### src/assert_macros.svh
// Assertion helpers shared by the checker RTL.
// Depends on nothing; included by modules that carry assertions.
`ifndef ASSERT_MACROS_SVH
`define ASSERT_MACROS_SVH

// Same-cycle implication, disabled during reset.
`define TSC_ASSERT_IMP(name, clk, rst, ante, cons) \
  name: assert property (@(posedge clk) disable iff (rst) (ante) |-> (cons)) \
    else $error("assertion failed");

// Next-cycle implication, disabled during reset.
`define TSC_ASSERT_NXT(name, clk, rst, ante, cons) \
  name: assert property (@(posedge clk) disable iff (rst) (ante) |=> (cons)) \
    else $error("assertion failed");

`endif

### src/tsc_pkg.sv
// Shared types and constants of the transport stream continuity checker.
// Depends on nothing; imported by every module of the block.
`timescale 1ns / 1ps
package tsc_pkg;

  localparam logic [7:0] SYNC_BYTE        = 8'h47;
  localparam int         ERR_BIT_POS      = 7;
  localparam int         PID_W            = 13;
  localparam int         TABLE_DEPTH      = 2 ** PID_W;
  localparam logic [PID_W-1:0] NULL_PID   = 13'h1FFF;
  localparam int         CC_FIELD_W       = 5;
  localparam int         PAYLOAD_FLAG_POS = 4;
  localparam int         CC_W             = 4;
  localparam int         OUT_W            = 32;
  localparam int         COUNTER_WIDTH_DEF = 32;

  typedef logic [PID_W-1:0]      pid_t;
  typedef logic [CC_FIELD_W-1:0] cc_field_t;

  // Write port of the per-PID table.
  typedef struct packed {
    logic      en;
    pid_t      addr;
    cc_field_t data;
  } tbl_wr_t;

  // Outcome of one packet, handed to the statistics stage.
  typedef struct packed {
    logic valid;
    logic hdr_err;
    logic payload;
    logic cc_err;
  } pkt_event_t;

endpackage

### src/tsc_stat_if.sv
// Channel carrying the per-packet statistics result.
// Depends on nothing.
`timescale 1ns / 1ps
interface tsc_stat_if;
  logic        valid;
  logic        ready;
  logic [31:0] total_packets;
  logic [31:0] payload_packet_count;
  logic [31:0] header_error_count;
  logic [31:0] continuity_error_count;
  logic        this_header_error;
  logic        this_continuity_error;

  modport source (output valid, total_packets, payload_packet_count,
                  header_error_count, continuity_error_count, this_header_error,
                  this_continuity_error, input ready);
  modport sink (input valid, total_packets, payload_packet_count,
                header_error_count, continuity_error_count, this_header_error,
                this_continuity_error, output ready);
endinterface

### src/tsc_stats.sv
// Wrapping packet counters and the result register of the checker.
// Depends on tsc_pkg, tsc_stat_if and assert_macros.svh.
`timescale 1ns / 1ps
module tsc_stats
  import tsc_pkg::*;
#(
  parameter int CNT_W = COUNTER_WIDTH_DEF
) (
  input  logic       clk,
  input  logic       rst,
  input  pkt_event_t ev,
  output logic       free,
  tsc_stat_if.source result
);

  logic [CNT_W-1:0] cnt_pkt, cnt_pay, cnt_hdr, cnt_cc;
  logic [CNT_W-1:0] cnt_pkt_next, cnt_pay_next, cnt_hdr_next, cnt_cc_next;

  assign free = !result.valid || result.ready;

  assign cnt_pkt_next = cnt_pkt + CNT_W'(1);
  assign cnt_pay_next = cnt_pay + CNT_W'(ev.payload);
  assign cnt_hdr_next = cnt_hdr + CNT_W'(ev.hdr_err);
  assign cnt_cc_next  = cnt_cc + CNT_W'(ev.cc_err);

  always_ff @(posedge clk) begin
    if (rst) begin
      cnt_pkt      <= '0;
      cnt_pay      <= '0;
      cnt_hdr      <= '0;
      cnt_cc       <= '0;
      result.valid <= 1'b0;
    end else if (ev.valid) begin
      cnt_pkt      <= cnt_pkt_next;
      cnt_pay      <= cnt_pay_next;
      cnt_hdr      <= cnt_hdr_next;
      cnt_cc       <= cnt_cc_next;
      result.valid <= 1'b1;
    end else if (result.ready) begin
      result.valid <= 1'b0;
    end
  end

  always_ff @(posedge clk) begin
    if (ev.valid) begin
      result.total_packets          <= OUT_W'(cnt_pkt_next);
      result.payload_packet_count   <= OUT_W'(cnt_pay_next);
      result.header_error_count     <= OUT_W'(cnt_hdr_next);
      result.continuity_error_count <= OUT_W'(cnt_cc_next);
      result.this_header_error      <= ev.hdr_err;
      result.this_continuity_error  <= ev.cc_err;
    end
  end

`include "assert_macros.svh"
  `TSC_ASSERT_IMP(a_event_only_when_free, clk, rst, ev.valid, free)
  `TSC_ASSERT_IMP(a_cc_err_is_payload, clk, rst, ev.valid && ev.cc_err,
                  ev.payload && !ev.hdr_err)
  `TSC_ASSERT_NXT(a_result_held, clk, rst, result.valid && !result.ready,
                  result.valid && $stable(result.total_packets))

endmodule

### src/flat_wrapper.sv
// flat-port wrapper written by rule: the top's interface ports become plain ports
module tsc_stats_flat import tsc_pkg::*;
#(
  parameter int CNT_W = COUNTER_WIDTH_DEF
)
  (clk, rst, ev, free, result_valid, result_total_packets, result_payload_packet_count, result_header_error_count, result_continuity_error_count, result_this_header_error, result_this_continuity_error, result_ready);
  tsc_stat_if result_i ();
  input  logic clk;
  input  logic rst;
  input  pkt_event_t ev;
  output logic free;
  output wire logic [$bits(result_i.valid)-1:0] result_valid;
  output wire logic [$bits(result_i.total_packets)-1:0] result_total_packets;
  output wire logic [$bits(result_i.payload_packet_count)-1:0] result_payload_packet_count;
  output wire logic [$bits(result_i.header_error_count)-1:0] result_header_error_count;
  output wire logic [$bits(result_i.continuity_error_count)-1:0] result_continuity_error_count;
  output wire logic [$bits(result_i.this_header_error)-1:0] result_this_header_error;
  output wire logic [$bits(result_i.this_continuity_error)-1:0] result_this_continuity_error;
  input wire logic [$bits(result_i.ready)-1:0] result_ready;
  assign result_valid = result_i.valid;
  assign result_total_packets = result_i.total_packets;
  assign result_payload_packet_count = result_i.payload_packet_count;
  assign result_header_error_count = result_i.header_error_count;
  assign result_continuity_error_count = result_i.continuity_error_count;
  assign result_this_header_error = result_i.this_header_error;
  assign result_this_continuity_error = result_i.this_continuity_error;
  assign result_i.ready = result_ready;
  tsc_stats #(.CNT_W(CNT_W)) u_core (.clk(clk), .rst(rst), .ev(ev), .free(free), .result(result_i));
endmodule
### config.mk
export PLATFORM = sky130hd
export DESIGN_NAME = tsc_stats_flat
export DESIGN_NICKNAME = d
export VERILOG_FILES = /design/src/tsc_pkg.sv /design/src/tsc_stat_if.sv /design/src/tsc_stats.sv /design/src/flat_wrapper.sv
export VERILOG_INCLUDE_DIRS = /design/src /design/src/src
export SDC_FILE = /design/constraint.sdc
export NUM_CORES = 1
export LEC_CHECK = 0
export BUFFER_PORTS_ARGS = -buffer_cell sky130_fd_sc_hd__buf_2
export CAP_MARGIN = 20
export CORE_MARGIN = 4
export CORE_UTILIZATION = 53
export DETAILED_ROUTE_END_ITERATION = 10
export PLACE_DENSITY_LB_ADDON = 0.12
export SKIP_LAST_GASP = 1
export SLEW_MARGIN = 20
export SYNTH_ARGS = -nofsm -noshare
export SYNTH_HDL_FRONTEND = slang
export SYNTH_SLANG_ARGS = --single-unit
export TNS_END_PERCENT = 100
### constraint.sdc
create_clock -name clk -period 2 [get_ports clk]
set_input_delay 0.1 -clock clk [delete_from_list [all_inputs] [get_ports clk]]
set_output_delay 0.1 -clock clk [all_outputs]
set_load 0.005 [all_outputs]
## Word level (Yosys, flattened, before mapping)

Index checks and enable logic that the tools add are counted.

| storage, ports and cells | value |
|---|---|
| input bits | 7 |
| register bits after elaboration | 259 |
| word-level logic and storage cells | 20 |

| cells by class | value |
|---|---|
| multiplexer cells | 2 |
| reductions and logical operators | 3 |
| $add $sub $neg | 4 |

Operators with widths:

| cell | number |
|---|---|
| $add A32 B1 Y32 | 3 |
| $add A32 B1 Y32 const B | 1 |
| $mux W1 | 2 |
| $reduce_bool A2 Y1 | 1 |
| $logic_not A1 Y1 | 1 |
| $logic_or A1 B1 Y1 | 1 |

## Longest topological paths before layout

| logic depth | value |
|---|---|
| depth after elaboration | 2 |
| gate-level depth with buffers | 8 |

## Least setup slack after synthesis

OpenSTA, ideal clock, no wires.

| timing path | value |
|---|---|
| kind | flip-flop to flip-flop |
| start point | reg u_core.cnt_hdr[0] |
| end point | reg u_core.result.header_error_count[20] (netlist bit), data pin |
| cell stages (with the launch flop) | 9 |
| path buffers | 1 |
| period minus slack after synthesis | 2.155 ns |
| arrival time | 1.895 ns |
| slack | -0.155 ns |
| required time | 1.740 ns |
| setup time | 0.260 ns |
| path through | dfxtp_1 -> ha_1 -> ha_1 -> nand2_1 -> nor4_2 -> and2_0 -> clkbuf_1 -> nand3_1 -> xnor2_1 |

| between the ends | value |
|---|---|
| cells in the longest elaborated chain, start to end | 1 |

Ends and longest elaborated chain:

| element | RTL line | text |
|---|---|---|
| start, declared | tsc_stats.sv:16 | `logic [CNT_W-1:0] cnt_pkt, cnt_pay, cnt_hdr, cnt_cc;` |
| start signal, assigned | tsc_stats.sv:36 | `cnt_hdr <= cnt_hdr_next;` |
| $add A32 B1 Y32 | tsc_stats.sv:23 | `assign cnt_hdr_next = cnt_hdr + CNT_W'(ev.hdr_err);` |
| net u_core.cnt_hdr_next[20] | tsc_stats.sv:17 | `logic [CNT_W-1:0] cnt_pkt_next, cnt_pay_next, cnt_hdr_next, cnt_cc_next;` |
| end signal, assigned | tsc_stats.sv:48 | `result.header_error_count <= OUT_W'(cnt_hdr_next);` |
| end, declared | tsc_stat_if.sv:15 | `header_error_count, continuity_error_count, this_header_error,` |

The timed path passes the listed nets, and every way through them passes these cells.
A chain may end at the register's enable or synchronous reset.

## Worst setup path after layout

| timing path | value |
|---|---|
| start point | reg u_core.cnt_pay[0] |
| end point | reg u_core.cnt_pay[20] |

| between the ends | value |
|---|---|
| cells in the longest elaborated chain, start to end | 1 |

Ends and longest elaborated chain:

| element | RTL line | text |
|---|---|---|
| start, declared | tsc_stats.sv:16 |  |
| start signal, assigned | tsc_stats.sv:35 | `cnt_pay <= cnt_pay_next;` |
| $add A32 B1 Y32 | tsc_stats.sv:22 | `assign cnt_pay_next = cnt_pay + CNT_W'(ev.payload);` |

Every way passes these cells.

==> summary.md <==
Relative max-transition margin: 60.6%. The placement-stage cell area was 13400 µm²; the core region area was 21900 µm². Cell class contributing the biggest share of worst-path delay: simple AND/OR/NAND/NOR gates. Once placement completed, the tool counted placed cells totaling 1585. The post-detailed-placement half-perimeter wirelength was 17.4 mm; the share of cells above drive strength 1 was 23.1%. At the pin with the least slew margin, the transition time is 0.590 ns. The mean area per synthesized cell was 10.4 µm². The worst hold-check path type is primary input to register. The tools report the critical path startpoint category as a register. Pin placement for this block handled 139 I/O pins. The final number of setup-violating endpoints is 1, and the insertion delay to the later sink of the worst-skew pair is 0.53 ns.

The max-capacitance violation count was 0; the final-stage net count was 1358. The logs give 8607 for the total via count in the routed design and 1641 for the count of placed standard cells in the final layout, fillers left out. The slowest stage of the critical path belongs to the cell sky130_fd_sc_hd__nor4b_1. The final critical path takes up 100% of the cycle.

Buffers plus inverters on the worst setup path: 1. Traced cell by cell, the critical path runs through ha_1 -> ha_2 -> and3_1 -> nand4_1 -> buf_4 -> nor4b_1 -> xnor2_1 -> nor2_1. Across every metal layer, demand over resource in global routing totals 20.0%. The violation count after the first detailed-route iteration is 412, and the detailed-route wire length per cell is 15.2 µm.

Number of levels the H-tree was split into: 1. The initial antenna violation count came out at 0. Critical path endpoint category: a register.

The number of antenna diodes in the final layout is 0. In this run, CTS created clock tree buffers numbering 27. The checks that failed: negative setup slack. After detailed routing, the number of remaining DRC violations is 0. The number of filler cells placed in the layout is 1782. The clock input transition at the sequential cells of the worst setup and hold paths is 0.06 ns, and the combined area of the multi-input logic cells is 4990 µm². The cell area after synthesis is 11800 µm², and the sum of routed wire length over all layers is 24.9 mm. The final-report max-slew violation count was 0. The tree built by TritonCTS fans out to 259 sinks. Total congestion overflow after global routing: 0. Row generation in the floorplan step produced 54 rows. The maximum number of pins on one net before global-route repair was 47. The total count of hold-check failures in the final report is 0.

The run gives 8202 as the number of global-route vias before repair. The tools report the portion of the post-synthesis area used by sequential elements as 55.0%. The die is 157 µm wide. For this run, the leading register cell type out of synthesis is sky130_fd_sc_hd__edfxtp_1. Largest area contributor in the synthesized netlist: sky130_fd_sc_hd__edfxtp_1. The largest driver fanout on the critical path is 5. In this run the biggest area consumer among cell types represents 33.1% of the synthesized area.

Detail-routed via count per cell: 5.24. The number of antenna-violating nets in the routed design is 0, and the cell area power density is 769 nW/µm². Synthesis handed over a netlist of 1131 instances. The finished layout cell area was 14400 µm²; the count of buffers from port buffering was 138. The first-pass GRT wire length is 41.1 mm, and the delay contributed by the slowest stage of the critical path is 0.40 ns. For this run, the top clock speed supported by timing is 500 MHz. Once layout is complete, the utilization of the core stands at 65.6%. For the worst setup path, the data arrival time is 2.41 ns. The run gives 3 as the maximum count of clock buffers along a single path.

The synthesized design contains 130 enable-type register cells. During synthesis, Yosys emitted a total of 0 warnings. Setup repair after global routing could not meet its margin everywhere. The run gives 5.55 nW as the standby leakage power.

After synthesis, the netlist uses 42 different library cells. The floorplan step defined a die boundary enclosing 24700 µm². The classification of the worst setup path is register to register. The run gives 0.0181 ns as the worst clock skew.

VDD sags by at most 742 µV. The run gives -0.0002 ns as the worst setup slack for register-to-register paths. The flow ran to the end, but the final reports show violations. Counting flops with an async set or reset pin after synthesis yields a share of 0%. The post-synth net total is 1148. Compared with the post-synthesis result, the final layout area differs by 21.8%. The final setup slack of the worst path is -0.000173 ns. The final weighted congestion in routability-driven placement is 0.867, and the height of the die is 157 µm.

TritonCTS built the clock tree. At the placement stage, the worst setup path has a slack of 0.0344 ns. The run gives 2.41 ns as the endpoint required time on the critical path. In this run the clock root is driven by a sky130_fd_sc_hd__clkbuf_16.

The logs give 53.9% for the starting density of the core and 11.0 mW for the overall power consumption. For this run, the detailed router's first-pass iteration total came to 5. Ranked by total cell area, the synthesized netlist is headed by sky130_fd_sc_hd__edfxtp_1 (33%), sky130_fd_sc_hd__dfxtp_1 (22%), sky130_fd_sc_hd__xor2_1 (8.7%). Across the whole layout, storage elements account for 6490 µm².

The minimum period implied by the final worst setup slack is 2.00 ns, and the synthesized flop and latch total is 259.
-- final cells by class --
class / count / area share (%)
well taps: 280 / 2.44
clock buffers: 38 / 5.34
multi-input cells: 785 / 34.8
inverters: 15 / 0.392
clock inverters: 11 / 0.757
repair buffers: 253 / 11.2
flip-flops and latches: 259 / 45.1
-- timing repair --
action	in CTS	in global routing
gates resized for setup	0	11
setup endpoints to repair	0	35
endpoints found under the hold margin	10	0
hold buffers	5	0
buffers inserted	0	2
-- path summary, 6_finish.rpt --
kind,startpoint,endpoint,cells past startpoint
max,u_core.cnt_pay[0],u_core.cnt_pay[20],8
max reg2reg,u_core.cnt_pay[0],u_core.cnt_pay[20],8
min,rst,u_core.cnt_pkt[16],2
min reg2reg,u_core.result.valid,u_core.result.valid,2
-- where the power goes --
part           internal, mW  switching (mW)
Clock                  2.92            2.01
Sequential             5.70          0.0475
Combinational         0.147           0.223
Total                  8.76            2.28
-- worst register-to-register path, stage by stage (launching register included) --
cell and delay (ns):
sky130_fd_sc_hd__dfxtp_1 0.33, sky130_fd_sc_hd__ha_1 0.18, sky130_fd_sc_hd__ha_2 0.21, sky130_fd_sc_hd__and3_1 0.20, sky130_fd_sc_hd__nand4_1 0.16, sky130_fd_sc_hd__buf_4 0.20
sky130_fd_sc_hd__nor4b_1 0.40, sky130_fd_sc_hd__xnor2_1 0.17, sky130_fd_sc_hd__nor2_1 0.05
-- layout by cell type, fill, tap and decap left out, types with 4 or more instances in the layout --
cell type | Yosys | final
sky130_fd_sc_hd__a21oi_1 | 8 | 8
sky130_fd_sc_hd__and2_1 | 14 | 13
sky130_fd_sc_hd__and3_1 | 14 | 14
sky130_fd_sc_hd__and4_1 | 10 | 10
sky130_fd_sc_hd__buf_2 | 22 | 136
sky130_fd_sc_hd__buf_4 | 0 | 107
sky130_fd_sc_hd__clkbuf_1 | 34 | 6
sky130_fd_sc_hd__clkbuf_16 | 0 | 27
sky130_fd_sc_hd__clkbuf_8 | 0 | 5
sky130_fd_sc_hd__clkinv_1 | 1 | 4
sky130_fd_sc_hd__dfxtp_1 | 129 | 129
sky130_fd_sc_hd__dlygate4sd3_1 | 0 | 5
sky130_fd_sc_hd__edfxtp_1 | 130 | 130
sky130_fd_sc_hd__ha_1 | 10 | 7
sky130_fd_sc_hd__inv_1 | 14 | 14
sky130_fd_sc_hd__mux2i_1 | 7 | 7
sky130_fd_sc_hd__nand2_1 | 80 | 80
sky130_fd_sc_hd__nand3_1 | 81 | 81
sky130_fd_sc_hd__nand4_1 | 79 | 79
sky130_fd_sc_hd__nor2_1 | 165 | 163
sky130_fd_sc_hd__nor3_1 | 26 | 26
sky130_fd_sc_hd__nor4_1 | 14 | 14
sky130_fd_sc_hd__nor4_2 | 8 | 5
sky130_fd_sc_hd__o21ai_0 | 7 | 7
sky130_fd_sc_hd__or3_1 | 10 | 10
sky130_fd_sc_hd__xnor2_1 | 113 | 113
sky130_fd_sc_hd__xor2_1 | 117 | 117
-- kinds of logic after synthesis --
| family | after synthesis | synth area share [%] |
|---|---|---|
| xor gates and xnor gates | 230 | 17.1 |
| DFF | 259 | 55.0 |
| muxes | 9 | 0.785 |
| buffers and inverters | 87 | 3.14 |
| and+or+nand+nor | 519 | 22.2 |
| adders and majority gates | 10 | 1.06 |
| AOI/OAI and AO/OA | 17 | 0.785 |
-- cell usage after synthesis (8+ instances only) --
library cell                 n
sky130_fd_sc_hd__a21oi_1     8
sky130_fd_sc_hd__and2_1     14
sky130_fd_sc_hd__and3_1     14
sky130_fd_sc_hd__and4_1     10
sky130_fd_sc_hd__buf_1       8
sky130_fd_sc_hd__buf_2      22
sky130_fd_sc_hd__clkbuf_1   34
sky130_fd_sc_hd__dfxtp_1   129
sky130_fd_sc_hd__edfxtp_1  130
sky130_fd_sc_hd__ha_1       10
sky130_fd_sc_hd__inv_1      14
sky130_fd_sc_hd__nand2_1    80
sky130_fd_sc_hd__nand3_1    81
sky130_fd_sc_hd__nand4_1    79
sky130_fd_sc_hd__nor2_1    165
sky130_fd_sc_hd__nor3_1     26
sky130_fd_sc_hd__nor4_1     14
sky130_fd_sc_hd__nor4_2      8
sky130_fd_sc_hd__or3_1      10
sky130_fd_sc_hd__xnor2_1   113
sky130_fd_sc_hd__xor2_1    117
-- metrics by stage --
| stage | TNS [ns] | hold slack (ns) |
|---|---|---|
| after global placement | 0 | 0.321 |
| after CTS | 0 | 0.0455 |
| after floorplan | 0 | 0.199 |
| after detailed placement | 0 | 0.329 |
| after global routing | -0.172 | 0.0688 |
| final | -0.000173 | 0.0619 |
-- sequential cells by signal (all words and copies together), names as in the netlist --
signal,count
u_core.result.header_error_count,32
u_core.cnt_pay,32
u_core.result.this_continuity_error,1
u_core.cnt_hdr,32
u_core.result.payload_packet_count,32
u_core.result.continuity_error_count,32
u_core.result.this_header_error,1
u_core.cnt_cc,32
u_core.result.total_packets,32
u_core.cnt_pkt,32
u_core.result.valid,1
-- per-layer routing --
metal	wire length (µm)	track usage [%]
met1	11600	28.2
met2	11600	32.3
met3	1350	3.68
met4	440	4.92
met5	0	0
Note: power is estimated with default switching activity, not from simulation.
